===== src/rtl/skset_pkg.sv =====
// Package for the sorted key set: operation codes, field widths and
// parameter defaults. No dependencies; every other file imports it.
`default_nettype none

package skset_pkg;

    // Field widths of the request and response channels.
    localparam int KEY_IN_W  = 16;
    localparam int COUNT_W   = 5;
    localparam int OP_W      = 2;

    // Defaults for the top-level parameters.
    localparam int CAPACITY_DEF  = 16;
    localparam int KEY_WIDTH_DEF = 16;

    // Operation codes. The fourth code means nothing and leaves the store alone.
    typedef enum logic [OP_W-1:0] {
        OP_INSERT = 2'd0,
        OP_LOOKUP = 2'd1,
        OP_CLEAR  = 2'd2
    } t_op;

endpackage : skset_pkg

`default_nettype wire


===== src/rtl/skset_req_if.sv =====
// Request channel of the sorted key set: valid/ready plus operation and key.
// Depends on skset_pkg.
`default_nettype none

interface skset_req_if;
    import skset_pkg::*;

    logic                valid;
    logic                ready;
    logic [OP_W-1:0]     operation;
    logic [KEY_IN_W-1:0] key;

    modport source (output valid, output operation, output key, input ready);
    modport sink   (input valid, input operation, input key, output ready);

endinterface : skset_req_if

`default_nettype wire


===== src/rtl/skset_rsp_if.sv =====
// Response channel of the sorted key set: valid/ready plus found, status, count.
// Depends on skset_pkg.
`default_nettype none

interface skset_rsp_if;
    import skset_pkg::*;

    logic               valid;
    logic               ready;
    logic               found;
    logic               status;
    logic [COUNT_W-1:0] count;

    modport source (output valid, output found, output status, output count, input ready);
    modport sink   (input valid, input found, input status, input count, output ready);

endinterface : skset_rsp_if

`default_nettype wire


===== src/rtl/skset_cell.sv =====
// One storage cell of the sorted key chain: holds a key, compares it with the
// request key and shifts in its lower neighbor's key on insert. Uses skset_pkg.
`default_nettype none

module skset_cell #(
    parameter int KEY_WIDTH = 16,
    parameter int CNT_W     = 5,
    parameter int INDEX     = 0
) (
    input  wire logic                 i_clk,
    input  wire logic                 i_ins,
    input  wire logic [KEY_WIDTH-1:0] i_key,
    input  wire logic [CNT_W-1:0]     i_count,
    input  wire logic [KEY_WIDTH-1:0] i_prev_key,
    input  wire logic                 i_prev_ge,
    output logic      [KEY_WIDTH-1:0] o_key,
    output logic                      o_ge,
    output logic                      o_match
);
    import skset_pkg::*;

    logic [KEY_WIDTH-1:0] r_key;
    logic [KEY_WIDTH-1:0] n_key;
    logic                 w_valid;

    // The cell holds a live key when its place lies below the fill count.
    assign w_valid = (i_count > CNT_W'(INDEX));

    // A free cell counts as not smaller, so the insert point never passes the count.
    assign o_ge    = !w_valid || (r_key >= i_key);
    assign o_match = w_valid && (r_key == i_key);
    assign o_key   = r_key;

    // On insert: cells above the insert point take the neighbor's key, the
    // cell at the insert point takes the new key, cells below hold.
    always_comb begin
        n_key = r_key;
        if (i_ins) begin
            if (i_prev_ge) begin
                n_key = i_prev_key;
            end else if (o_ge) begin
                n_key = i_key;
            end
        end
    end

    always_ff @(posedge i_clk) begin
        r_key <= n_key;
    end

endmodule : skset_cell

`default_nettype wire


===== src/rtl/sorted_key_set_core.sv =====
// Sorted key set: request port, fill count, output register and the chain of
// storage cells. Uses skset_pkg, skset_req_if, skset_rsp_if and skset_cell.
// Response: registered; it appears in the cycle after its request is accepted.
// Throughput: one request per cycle while the response is drained; every cell
// compares and shifts in parallel.
// Reset: synchronous, active low; empties the store and clears the response valid flag.
`default_nettype none

module sorted_key_set_core #(
    parameter int CAPACITY  = skset_pkg::CAPACITY_DEF,
    parameter int KEY_WIDTH = skset_pkg::KEY_WIDTH_DEF
) (
    input wire logic    i_clk,
    input wire logic    i_rst_n,
    skset_req_if.sink   i_req,
    skset_rsp_if.source o_rsp
);
    import skset_pkg::*;

    localparam int CNT_W = $clog2(CAPACITY + 1);

    logic [CNT_W-1:0]     r_count;
    logic [CNT_W-1:0]     n_count;
    logic                 r_out_valid;
    logic                 r_found;
    logic                 r_status;
    logic [COUNT_W-1:0]   r_cnt_out;
    logic                 n_found;
    logic                 n_status;
    logic [COUNT_W-1:0]   w_cnt_out;
    logic                 w_accept;
    logic                 w_full;
    logic                 w_ins;
    logic [KEY_WIDTH-1:0] w_key;
    logic [KEY_WIDTH-1:0] w_cell_key [CAPACITY];
    logic [CAPACITY-1:0]  w_cell_ge;
    logic [CAPACITY-1:0]  w_cell_match;

    // Request handshake: a new request enters while the response slot is free
    // or being drained, and never while reset is held.
    assign i_req.ready = i_rst_n && (!r_out_valid || o_rsp.ready);
    assign w_accept    = i_req.valid && i_req.ready;
    assign w_full      = (r_count == CNT_W'(CAPACITY));

    // Fit the request key to the stored key width.
    generate
        if (KEY_WIDTH <= KEY_IN_W) begin : g_key_trunc
            assign w_key = i_req.key[KEY_WIDTH-1:0];
        end else begin : g_key_ext
            assign w_key = {{(KEY_WIDTH - KEY_IN_W){1'b0}}, i_req.key};
        end
    endgenerate

    assign w_ins = w_accept && (i_req.operation == OP_INSERT) && !w_full;

    // Chain of cells; each one sees its lower neighbor's key and compare flag.
    generate
        for (genvar gi = 0; gi < CAPACITY; gi++) begin : g_cell
            logic [KEY_WIDTH-1:0] w_prev_key;
            logic                 w_prev_ge;
            if (gi == 0) begin : g_first
                assign w_prev_key = w_key;
                assign w_prev_ge  = 1'b0;
            end else begin : g_rest
                assign w_prev_key = w_cell_key[gi-1];
                assign w_prev_ge  = w_cell_ge[gi-1];
            end
            skset_cell #(
                .KEY_WIDTH (KEY_WIDTH),
                .CNT_W     (CNT_W),
                .INDEX     (gi)
            ) u_cell (
                .i_clk      (i_clk),
                .i_ins      (w_ins),
                .i_key      (w_key),
                .i_count    (r_count),
                .i_prev_key (w_prev_key),
                .i_prev_ge  (w_prev_ge),
                .o_key      (w_cell_key[gi]),
                .o_ge       (w_cell_ge[gi]),
                .o_match    (w_cell_match[gi])
            );
        end
    endgenerate

    // Next fill count and response fields for the request being accepted.
    always_comb begin
        n_count  = r_count;
        n_found  = 1'b0;
        n_status = 1'b0;
        case (i_req.operation)
            OP_INSERT: begin
                if (w_full) begin
                    n_status = 1'b1;
                end else begin
                    n_count = r_count + CNT_W'(1);
                end
            end
            OP_LOOKUP: begin
                n_found = |w_cell_match;
            end
            OP_CLEAR: begin
                n_count = '0;
            end
            default: begin
                n_count = r_count;
            end
        endcase
    end

    // Report the count after the request in the response field: its low bits, or zero-extended.
    generate
        if (CNT_W >= COUNT_W) begin : g_cnt_trunc
            assign w_cnt_out = n_count[COUNT_W-1:0];
        end else begin : g_cnt_ext
            assign w_cnt_out = {{(COUNT_W - CNT_W){1'b0}}, n_count};
        end
    endgenerate

    // Fill count and output register.
    always_ff @(posedge i_clk) begin
        if (!i_rst_n) begin
            r_count     <= '0;
            r_out_valid <= 1'b0;
        end else begin
            if (w_accept) begin
                r_count     <= n_count;
                r_out_valid <= 1'b1;
            end else if (o_rsp.ready) begin
                r_out_valid <= 1'b0;
            end
        end
        if (w_accept) begin
            r_found   <= n_found;
            r_status  <= n_status;
            r_cnt_out <= w_cnt_out;
        end
    end

    assign o_rsp.valid  = r_out_valid;
    assign o_rsp.found  = r_found;
    assign o_rsp.status = r_status;
    assign o_rsp.count  = r_cnt_out;

    // The fill count never passes the capacity.
    a_count_bound: assert property (@(posedge i_clk) disable iff (!i_rst_n)
        r_count <= CNT_W'(CAPACITY))
        else $error("fill count above capacity");

    // A clear request leaves the store empty.
    a_clear_empties: assert property (@(posedge i_clk) disable iff (!i_rst_n)
        w_accept && (i_req.operation == OP_CLEAR) |=> (r_count == '0))
        else $error("store not empty after clear");

    // An insert into a full store is dropped and flagged.
    a_full_drop: assert property (@(posedge i_clk) disable iff (!i_rst_n)
        w_accept && (i_req.operation == OP_INSERT) && w_full
        |=> r_status && (r_count == CNT_W'(CAPACITY)))
        else $error("insert into full store not flagged");

    // A response never reports both a hit and a dropped insert.
    a_found_status: assert property (@(posedge i_clk) disable iff (!i_rst_n)
        r_out_valid |-> !(r_found && r_status))
        else $error("found and status both set");

endmodule : sorted_key_set_core

`default_nettype wire

===== src/flat_wrapper.sv =====
// flat-port wrapper written by rule: the top's interface ports become plain ports
module sorted_key_set_core_flat import skset_pkg::*;
#(
    parameter int CAPACITY  = skset_pkg::CAPACITY_DEF,
    parameter int KEY_WIDTH = skset_pkg::KEY_WIDTH_DEF
)
  (i_clk, i_rst_n, i_req_valid, i_req_operation, i_req_key, i_req_ready, o_rsp_valid, o_rsp_found, o_rsp_status, o_rsp_count, o_rsp_ready);
  skset_req_if i_req_i ();
  skset_rsp_if o_rsp_i ();
  input wire logic i_clk;
  input wire logic i_rst_n;
  input wire logic [$bits(i_req_i.valid)-1:0] i_req_valid;
  input wire logic [$bits(i_req_i.operation)-1:0] i_req_operation;
  input wire logic [$bits(i_req_i.key)-1:0] i_req_key;
  output wire logic [$bits(i_req_i.ready)-1:0] i_req_ready;
  output wire logic [$bits(o_rsp_i.valid)-1:0] o_rsp_valid;
  output wire logic [$bits(o_rsp_i.found)-1:0] o_rsp_found;
  output wire logic [$bits(o_rsp_i.status)-1:0] o_rsp_status;
  output wire logic [$bits(o_rsp_i.count)-1:0] o_rsp_count;
  input wire logic [$bits(o_rsp_i.ready)-1:0] o_rsp_ready;
  assign i_req_i.valid = i_req_valid;
  assign i_req_i.operation = i_req_operation;
  assign i_req_i.key = i_req_key;
  assign i_req_ready = i_req_i.ready;
  assign o_rsp_valid = o_rsp_i.valid;
  assign o_rsp_found = o_rsp_i.found;
  assign o_rsp_status = o_rsp_i.status;
  assign o_rsp_count = o_rsp_i.count;
  assign o_rsp_i.ready = o_rsp_ready;
  sorted_key_set_core #(.CAPACITY(CAPACITY), .KEY_WIDTH(KEY_WIDTH)) u_core (.i_clk(i_clk), .i_rst_n(i_rst_n), .i_req(i_req_i), .o_rsp(o_rsp_i));
endmodule

===== config.mk =====
export PLATFORM = sky130hd
export DESIGN_NAME = sorted_key_set_core_flat
export DESIGN_NICKNAME = d
export VERILOG_FILES = /design/src/rtl/skset_pkg.sv /design/src/rtl/skset_req_if.sv /design/src/rtl/skset_rsp_if.sv /design/src/rtl/skset_cell.sv /design/src/rtl/sorted_key_set_core.sv /design/src/flat_wrapper.sv
export SDC_FILE = /design/constraint.sdc
export NUM_CORES = 1
export LEC_CHECK = 0
export ABC_CLOCK_PERIOD_IN_PS = 6830
export CAP_MARGIN = 20
export CORE_MARGIN = 3
export CORE_UTILIZATION = 40
export CTS_CLUSTER_SIZE = 16
export DETAILED_ROUTE_END_ITERATION = 8
export DONT_BUFFER_PORTS = 1
export GPL_ROUTABILITY_DRIVEN = 1
export SYNTH_ARGS = -nofsm -noshare
export SYNTH_HDL_FRONTEND = slang
export SYNTH_SLANG_ARGS = --single-unit
export TNS_END_PERCENT = 20

===== constraint.sdc =====
create_clock -name i_clk -period 6.83 [get_ports i_clk]
set_clock_uncertainty 0.1 [all_clocks]
set_input_delay 0.683 -clock i_clk [delete_from_list [all_inputs] [get_ports i_clk]]
set_output_delay 0.683 -clock i_clk [all_outputs]
set_load 0.02 [all_outputs]

==> results of run 1 <==
[cell type report]
class | count | share of cell area, %
multi-input cells | 961 | 46.16
well taps | 577 | 3.785
repair buffers | 33 | 1.318
clock inverters | 15 | 0.8592
inverters | 39 | 0.7674
clock buffers | 46 | 5.077
flip-flops and latches | 269 | 42.03
[cells in the final DEF, fill, tap and decap left out, types with 2 or more instances in the layout]
cell	n
mux2_2	231
and3_1	5
o311a_1	7
clkinv_2	6
nor2_1	13
nand3_1	4
nor3_1	13
inv_1	39
nor2b_1	45
clkbuf_8	3
o21a_1	5
clkinv_1	3
dfxtp_1	6
o31ai_1	3
o21ai_0	40
a31oi_1	2
a21oi_4	4
a2111oi_0	6
nand2b_1	8
a21o_1	39
bufinv_16	3
mux2_4	8
nor3b_1	2
nand4_1	64
a41oi_1	2
o31a_1	2
buf_4	32
a21oi_1	106
nand2_1	29
a211oi_1	2
edfxtp_1	263
o211ai_1	21
and2_1	2
nor4_1	16
a211o_1	5
ha_1	261
clkbuf_1	7
clkbuf_16	36
[worst register-to-register path, cell delays in order, from the launching register on]
cell,delay (ps)
dfxtp_1,740
inv_1,160
ha_1,290
nand4bb_1,230
and2_1,210
nand2_1,500
a21oi_1,960
buf_4,320
[final timing paths]
kind,start,end,cells past startpoint
min reg2reg,u_core.g_cell[8].u_cell.o_key[13]$_DFFE_PP_,u_core.g_cell[9].u_cell.o_key[13]$_DFFE_PP_,1
min,i_req_key[14],u_core.g_cell[0].u_cell.o_key[14]$_DFFE_PP_,0
max reg2reg,u_core.r_count[0]$_SDFFE_PN0P_,u_core.g_cell[15].u_cell.o_key[10]$_DFFE_PP_,7
max,i_req_key[1],u_core.g_cell[15].u_cell.o_key[10]$_DFFE_PP_,10
[flip-flops by register name (all words and copies together), names as in the netlist]
register	flops
u_core.g_cell.u_cell.o_key	256
u_core.o_rsp.count	5
u_core.r_count	5
u_core.o_rsp.found	1
u_core.o_rsp.status	1
u_core.o_rsp.valid	1
[layer usage]
| layer | up-vias | wire, um | track usage, % |
|---|---|---|---|
| met5 | - | 0 | 0 |
| met4 | 0 | 2559 | 11.05 |
| li1 | 5258 | - | - |
| met2 | 330 | 21450 | 33.52 |
| met3 | 115 | 2584 | 3.628 |
| met1 | 5643 | 20830 | 27.40 |
[cells by family after synthesis]
group	count (synthesis)	share of synthesized area, %
AOI/OAI and AO/OA	254	9.382
adders and majority gates	261	18.92
buffers and inverters	86	2.516
DFF	269	46.46
muxes	240	15.83
and+or+nand+nor	206	6.888
[cells in the mapped netlist, types with 6 or more instances]
cell,count
a21oi_1,106
nor2b_1,45
clkbuf_1,17
mux2_2,231
nand4_1,64
nor2_1,13
mux2_4,8
a2111oi_0,6
dfxtp_1,6
nor4_1,16
o21ai_0,40
nand2_1,29
a21o_1,39
nand2b_1,8
inv_1,39
ha_1,261
buf_2,10
o311a_1,7
o211ai_1,21
nor3_1,13
buf_4,12
edfxtp_1,263
buf_6,7
[metrics by stage]
step	hold slack, ps	util (%)	setup slack, ps	area [sq um]	std cells
finish	126.4	45.07	3005	19080	1940
global route	108.9	45.07	2753	19080	1940
CTS	102.2	45.07	2986	19080	1940
detailed placement	461.3	42.40	2453	17940	1879
global placement	465.2	42.37	2195	17930	1878
floorplan	433.4	-	2807	17260	1316
[power by group]
group          internal, W  switching, W  total [W]
clock network      0.00111      0.000728    0.00184
registers          0.00185     0.0000231    0.00187
logic             0.000184      0.000240   0.000424
total              0.00314      0.000991    0.00413
==> impl_metrics.tcl, run 1 <==
set metrics [dict create \
    status "finished clean" \
    end_kind "flop" \
    worstMarginPinSlew_ps 1079 \
    vias_per_cell 5.848 \
    multi_input_area_sq_um 8806 \
    drtIter0Drc 803 \
    synthDistinctLibCells 52 \
    path_clk_slew_ps 60 \
    max_stage_delay_ps 810 \
    synth_top_area_share_pct 45.76 \
    cts_buffers 35 \
    wl_per_cell_um 24.45 \
    coreArea_sq_um 42320 \
    setup_viol 0 \
    power_w 0.004133 \
    synth_area_leaders "edfxtp_1, ha_1, mux2_2, a21oi_1, nand4_1" \
    ff2ff_setup_slack_ps 3050 \
    dr.pass1.iters 7 \
    p_leak_nw 7.252 \
    post-cts-setup-buffers 0 \
    grt-ovfl-total 0 \
    syn_avg_cell_area_sq_um 13.11 \
    dp_hpwl_um 34050 \
    grt_max_degree 33 \
    synth_edf_count 263 \
    antenna_found_initial 0 \
    die_width_um 213.7 \
    crit_type "in -> reg" \
    syn_nets 1599 \
    crit_family "compound AO/OA/AOI/OAI gates" \
    seq_area_frac_synth_pct 46.46 \
    syn_area_sq_um 17260 \
    grt_pass1_wl_um 71280 \
    area_growth_pct 10.53 \
    layout-drive-gt1-share_pct 24.14 \
    gp_congestion 0.8533 \
    crit_required_ps 7030 \
    dieArea_sq_um 45670 \
    cts_tree "yes" \
    diodes 0 \
    grt_pass1_vias 11690 \
    tns_ps 0 \
    synth_area_leader_cell "edfxtp_1" \
    fmax_mhz 261.4 \
    initial_core_util_pct 40.78 \
    num_io_pins 31 \
    fillCellCount 3780 \
    drv_slew 0 \
    portBuffers 0 \
    synthArstFlopShare_pct 0 \
    ctsHoldBuffers 0 \
    slew-limit-headroom_pct 28.04 \
    cp_cell_sequence "inv_1 -> buf_4 -> ha_1 -> nor2b_1 -> o211ai_1 -> a21oi_1 -> nor3_1 -> o311a_1 -> a21oi_1 -> buf_4" \
    seqCellArea_sq_um 8018 \
    wl_um 47430 \
    cts_resized 0 \
    ant_nets 0 \
    cp-start-kind "primary input" \
    htreeDepth 2 \
    arrival_ps 4030 \
    synth.ff_latch_count 269 \
    root_buffer "clkbuf_16" \
    die_h_um 213.7 \
    clkLatencyLatePin_ps 550 \
    p_per_area_nw_per_um2 216.6 \
    synth_cells 1316 \
    finalCritPeriodShare_pct 56.00 \
    cap_violations 0 \
    core.rowCount 75 \
    track_usage_pct 20.96 \
    cts_buffer_depth 3 \
    synth_flop_cell "edfxtp_1" \
    drc 0 \
    yosys_warnings 0 \
    vias 11350 \
    hold_viol_final 0 \
    cp_max_fo 18 \
    max-vdd-ir-drop_uv 133.2 \
    critPathBufInv 3 \
    slowest_stage "o311a_1" \
    cts.sinks 269 \
    period_needed_ps 3825 \
    rsz0062_at_grt "false" \
    hold_class "in -> reg" \
    final_nets 1622 \
]
Power figures use the tool's default switching activity.
==> run 2: changes to the inputs <==
Settings changed: ABC_CLOCK_PERIOD_IN_PS 6830 to 3400.
Clock period 6.83 ns to 3.4 ns, I/O delays scaled along.
==> run 2 against run 1 <==
  * First-iteration DRC count shrank 12%
  * Sequential share of layout area fell by 1.3 points
  * Wire length down 0.47%
  * Core utilization rose by 1.4 points
  * Critical endpoint is now u_core.o_rsp.found$_SDFFCE_PP0P_
  * Critical path depth decreased by 1
  * Global-route usage is 0.12 points lower
  * Critical path type is now reg -> reg
  * Sequential power increased by 100%
==> impl_metrics.tcl, run 2 (synthesis gave the netlist of run 1 again) <==
set metrics [dict create \
    utilization_pct 46.47 \
    track_usage_pct 20.84 \
    cts_buffer_depth 3 \
    ff2ff_setup_slack_ps 30 \
    crit_required_ps 3560 \
    cap_violations 0 \
    placed_cell_area_sq_um 18430 \
    cp-start-kind "flop" \
    grt_pass1_vias 11970 \
    max_stage_delay_ps 670 \
    initial_core_util_pct 40.78 \
    p_per_area_nw_per_um2 411.9 \
    whs_ps 31.67 \
    worstMarginPinSlew_ps 1092 \
    slowest_stage "dfxtp_1" \
    grt-ovfl-total 0 \
    arrival_ps 3530 \
    core.rowCount 75 \
    pre_cts_ws_ps 96.49 \
    path_common_cell "ha_1" \
    crit_start "u_core.r_count[0]$_SDFFE_PN0P_" \
    drv_slew 0 \
    hold_class "in -> reg" \
    antenna_found_initial 12 \
    post-cts-setup-buffers 0 \
    setup_viol 0 \
    slew-limit-headroom_pct 26.97 \
    grt_max_degree 19 \
    gp_congestion 0.8503 \
    p_leak_nw 7.557 \
    period_needed_ps 3367 \
    coreArea_sq_um 42320 \
    finalCritPeriodShare_pct 99.04 \
    critPathBufInv 2 \
    root_buffer "clkbuf_16" \
    largest_reg_flops 256 \
    layout_commonest_cell "edfxtp_1" \
    cp_cell_sequence "ha_1 -> and3_1 -> ha_1 -> inv_1 -> a21oi_1 -> o211ai_1 -> a2111oi_0 -> buf_4 -> a41oi_1" \
    ant_nets 0 \
    portBuffers 0 \
    crit_family "compound AO/OA/AOI/OAI gates" \
    grt_pass1_wl_um 71700 \
    fmax_mhz 297.0 \
    cp-endpoint "u_core.o_rsp.found$_SDFFCE_PP0P_" \
    die_h_um 213.7 \
    cts_tree "yes" \
    layout-drive-gt1-share_pct 26.26 \
    num_io_pins 31 \
    end_kind "flop" \
    path_depth 9 \
    vias 11490 \
    rr_startpoint "u_core.r_count[0]$_SDFFE_PN0P_" \
    drc 0 \
    crit_type "reg -> reg" \
    max-vdd-ir-drop_uv 360.3 \
    fin_ws_ps 32.69 \
    die_width_um 213.7 \
    dp_hpwl_um 34570 \
    path_clk_slew_ps 60 \
    final_nets 1687 \
    layout_common_cells "edfxtp_1, ha_1, mux2_2" \
    area_growth_pct 13.95 \
    stdcell_area_sq_um 19670 \
    rsz0062_at_grt "false" \
    wl_um 47210 \
    dieArea_sq_um 45670 \
    vias_per_cell 5.723 \
    htreeDepth 1 \
    dr.pass1.iters 5 \
    hold_viol_final 0 \
    min_from "i_req_operation[0]" \
    wl_per_cell_um 23.52 \
    clkLatencyLatePin_ps 600 \
    cp_max_fo 12 \
    status "finished clean" \
    cts_buffers 31 \
    rr_worst_depth 9 \
    cts.sinks 269 \
    drtIter0Drc 710 \
    r2r-end "u_core.o_rsp.found$_SDFFCE_PP0P_" \
]
run 2: cell count changes in the layout (fill, tap and decap cells not counted), moves of 2 or more:
cell	previous run	this run
diode_2	0	2
dlygate4sd3_1	0	21
a21oi_2	0	4
clkinv_1	3	9
clkbuf_8	3	0
clkbuf_1	7	4
a21oi_1	106	101
buf_12	0	9
clkbuf_16	36	31
buf_4	32	72
run 2: how the worst min path moves through the flow:
stage | end | slack [ps] | cells after the start
2_1_floorplan | u_core.g_cell[0].u_cell.o_key[0]$_DFFE_PP_ | 340 | 0
3_3_place_gp | u_core.g_cell[0].u_cell.o_key[15]$_DFFE_PP_ | 340 | 0
3_5_place_dp | u_core.g_cell[0].u_cell.o_key[15]$_DFFE_PP_ | 340 | 0
4_1_cts | u_core.r_count[3]$_SDFFE_PN0P_ | 5 | 5
5_1_grt | u_core.o_rsp.count[1]$_DFFE_PP_ | 70 | 2
6_report | u_core.r_count[3]$_SDFFE_PN0P_ | 30 | 5
run 2: timing repair:
| action | CTS | global route |
|---|---|---|
| hold buffers | 21 | 0 |
| gates resized for setup | 0 | 2 |
| endpoints found under the hold margin | 267 | 0 |
| endpoints found under the setup margin | 0 | 10 |
run 2: cell type report:
| cell class | instances | area, sq um |
|---|---|---|
| fill | 3707 | 22660 |
| multi-input combinational | 961 | 8832 |
| sequential | 269 | 8018 |
| timing repair buffer | 102 | 930.9 |
| clock buffer | 35 | 790.8 |
| tap | 577 | 721.9 |
| clock inverter | 22 | 220.2 |
| inverter | 39 | 146.4 |
| antenna | 2 | 5.005 |
run 2: power by group:
part           switching (W)  internal, W  total [W]
combinational       0.000553     0.000430   0.000983
sequential         0.0000435      0.00371    0.00375
clock                0.00140      0.00197    0.00337
total                0.00200      0.00610    0.00810
run 2: worst reg2reg max path, cell delays in order (launching register included):
cell and delay, ps:
dfxtp_1 670, ha_1 260, and3_1 160, ha_1 240, inv_1 60, a21oi_1 370
o211ai_1 240, a2111oi_0 520, buf_4 230, a41oi_1 210
run 2: metrics by stage:
stage | power [W] | TNS, ps | instances
6_report | 0.008100 | 0 | 2007
5_1_grt | 0.008391 | 0 | 2005
4_1_cts | 0.008166 | 0 | 2005
3_5_place_dp | 0.004713 | 0 | 1927
3_3_place_gp | 0.004687 | -13.95 | 1927
2_1_floorplan | 0.004444 | -26730 | 1316
run 2: routing by layer:
layer	GRT usage (%)	up-vias	wire length [um]
li1	-	5405	-
met1	24.31	5670	18760
met2	37.15	299	23520
met3	5.399	103	3029
met4	7.475	10	1841
met5	0	-	54
==> run 3: changes to the inputs <==
Settings changed: CORE_MARGIN 3 to 2.
==> run 3 against run 2 <==
  * Maximum frequency is 9.0% higher
  * Global-route usage increased by 2.2 points
  * First-iteration DRC count grew 12%
  * Register-to-register slack better by 280 ps
  * Worst hold slack improved by 3.3 ps
  * Clock power up 5%
  * Die area fell by 1.9%
  * Sequential power is essentially flat
  * Via count grew 2.1%
  * Sequential cell count unchanged
  * Critical path type unchanged
==> impl_metrics.tcl, run 3 (synthesis gave the netlist of run 1 again) <==
set metrics [dict create \
    setup_viol 0 \
    multi_input_area_sq_um 8821 \
    path_clk_slew_ps 60 \
    cap_violations 0 \
    status "finished clean" \
    cts_buffers 34 \
    ff2ff_setup_slack_ps 310 \
    power_w 0.008304 \
    layout_commonest_cell "edfxtp_1" \
    p_comb_share_pct 12.1 \
    die_h_um 211.7 \
    portBuffers 0 \
    worstMarginPinSlew_ps 1213 \
    p_leak_nw 7.655 \
    slew-limit-headroom_pct 18.89 \
    core.rowCount 76 \
    htreeDepth 2 \
    max-vdd-ir-drop_uv 266.3 \
    wl_um 50370 \
    fmax_mhz 323.6 \
    largest_reg_flops 256 \
    rsz0062_at_grt "false" \
    grt_max_degree 19 \
    cp-start-kind "flop" \
    pwr-share-clk_pct 42.7 \
    fillCellCount 3807 \
    layout-drive-gt1-share_pct 26.96 \
    grt_pass1_vias 12090 \
    critPathBufInv 1 \
    seqCellArea_sq_um 8018 \
    dr.pass1.iters 5 \
    slowest_stage "a2111oi_0" \
    p_switching_w 0.002023 \
    grt_pass1_wl_um 75860 \
    gp_congestion 0.8608 \
    vias_per_cell 5.894 \
    layout_common_cells "edfxtp_1, ha_1, mux2_2" \
    die_width_um 211.7 \
    arrival_ps 3260 \
    clkLatencyLatePin_ps 530 \
    antenna_found_initial 3 \
    finalCritPeriodShare_pct 90.89 \
    cp_max_fo 17 \
    utilization_pct 46.16 \
    grt-ovfl-total 0 \
    post-cts-setup-buffers 0 \
    r2r-end "u_core.g_cell[14].u_cell.o_key[8]$_DFFE_PP_" \
    end_kind "flop" \
    rr_worst_depth 7 \
    final_cells 1990 \
    ctsHoldBuffers 21 \
    p_int_w 0.006282 \
    final_nets 1700 \
    rr_startpoint "u_core.r_count[0]$_SDFFE_PN0P_" \
    crit_family "compound AO/OA/AOI/OAI gates" \
    pre_cts_ws_ps -8.176 \
    drc 0 \
    crit_required_ps 3570 \
    cp_cell_sequence "ha_1 -> o21ba_2 -> a31oi_1 -> a2111oi_0 -> o31a_1 -> buf_4 -> mux2_2" \
    drtIter0Drc 794 \
    vias 11730 \
    crit_type "reg -> reg" \
    cts_tree "yes" \
    num_io_pins 31 \
    drv_slew 0 \
    fin_ws_ps 309.7 \
    wl_per_cell_um 25.31 \
    worstHoldEndpoint "u_core.g_cell[0].u_cell.o_key[2]$_DFFE_PP_" \
    root_buffer "clkbuf_16" \
    max_stage_delay_ps 730 \
    dieArea_sq_um 44820 \
    cts_buffer_depth 3 \
    tns_ps 0 \
    area_growth_pct 14.45 \
    p_seq_share_pct 45.2 \
    place_inst 1906 \
    hold_class "in -> reg" \
    min_path_cells 1 \
    hold_viol_final 0 \
    swShare_pct 24.36 \
    period_needed_ps 3090 \
    cts_resized 0 \
    ant_nets 0 \
    min_from "i_req_key[2]" \
    initial_core_util_pct 40.33 \
    dp_hpwl_um 34880 \
    coreArea_sq_um 42790 \
    cts.sinks 269 \
    track_usage_pct 22.99 \
    p_per_area_nw_per_um2 420.4 \
]
[run 3: power by group through the flow]
stage / Sequential (W) / Clock, W / Combinational, W
6_report: 0.00375 / 0.00355 / 0.00101
5_1_grt: 0.00376 / 0.00374 / 0.00110
4_1_cts: 0.00375 / 0.00361 / 0.00100
3_5_place_dp: 0.00382 / 0 / 0.000883
3_3_place_gp: 0.00382 / 0 / 0.000854
2_1_floorplan: 0.00380 / 0 / 0.000644
[run 3: metal layers]
metal  share of wire (%)  global-route usage (%)
met1                  44                   30.16
met2                  46                   37.66
met3                 5.9                   4.347
met4                 3.9                   8.888
met5               0.030                       0
[run 3: area by class of cell]
class	count	area share (%)
diodes	1	0.01267
clock buffers	45	4.890
clock inverters	17	0.6145
inverters	39	0.7412
multi-input cells	961	44.66
flip-flops and latches	269	40.59
well taps	546	3.459
repair buffers	112	5.030
[run 3: worst max-delay path by stage]
stage / from / endpoint / slack, ps / cells past startpoint
global placement: i_req_key[1] / u_core.g_cell[7].u_cell.o_key[8]$_DFFE_PP_ / -10 / 10
detailed placement: i_req_key[1] / u_core.g_cell[7].u_cell.o_key[6]$_DFFE_PP_ / -8 / 10
global route: u_core.g_cell[4].u_cell.o_key[1]$_DFFE_PP_ / u_core.g_cell[5].u_cell.o_key[0]$_DFFE_PP_ / 110 / 8
CTS: u_core.g_cell[4].u_cell.o_key[1]$_DFFE_PP_ / u_core.g_cell[5].u_cell.o_key[0]$_DFFE_PP_ / 330 / 8
finish: u_core.r_count[0]$_SDFFE_PN0P_ / u_core.g_cell[14].u_cell.o_key[8]$_DFFE_PP_ / 310 / 7
floorplan: i_req_key[13] / u_core.g_cell[4].u_cell.o_key[0]$_DFFE_PP_ / -170 / 10
[run 3: metrics by stage]
stage                     instance area (sq um)  hold WS, ps
after global placement                    18400        345.2
after detailed placement                  18400        345.5
after CTS                                 19750        7.450
final                                     19750        34.94
after global routing                      19750        9.925
after floorplan                           17270        338.9
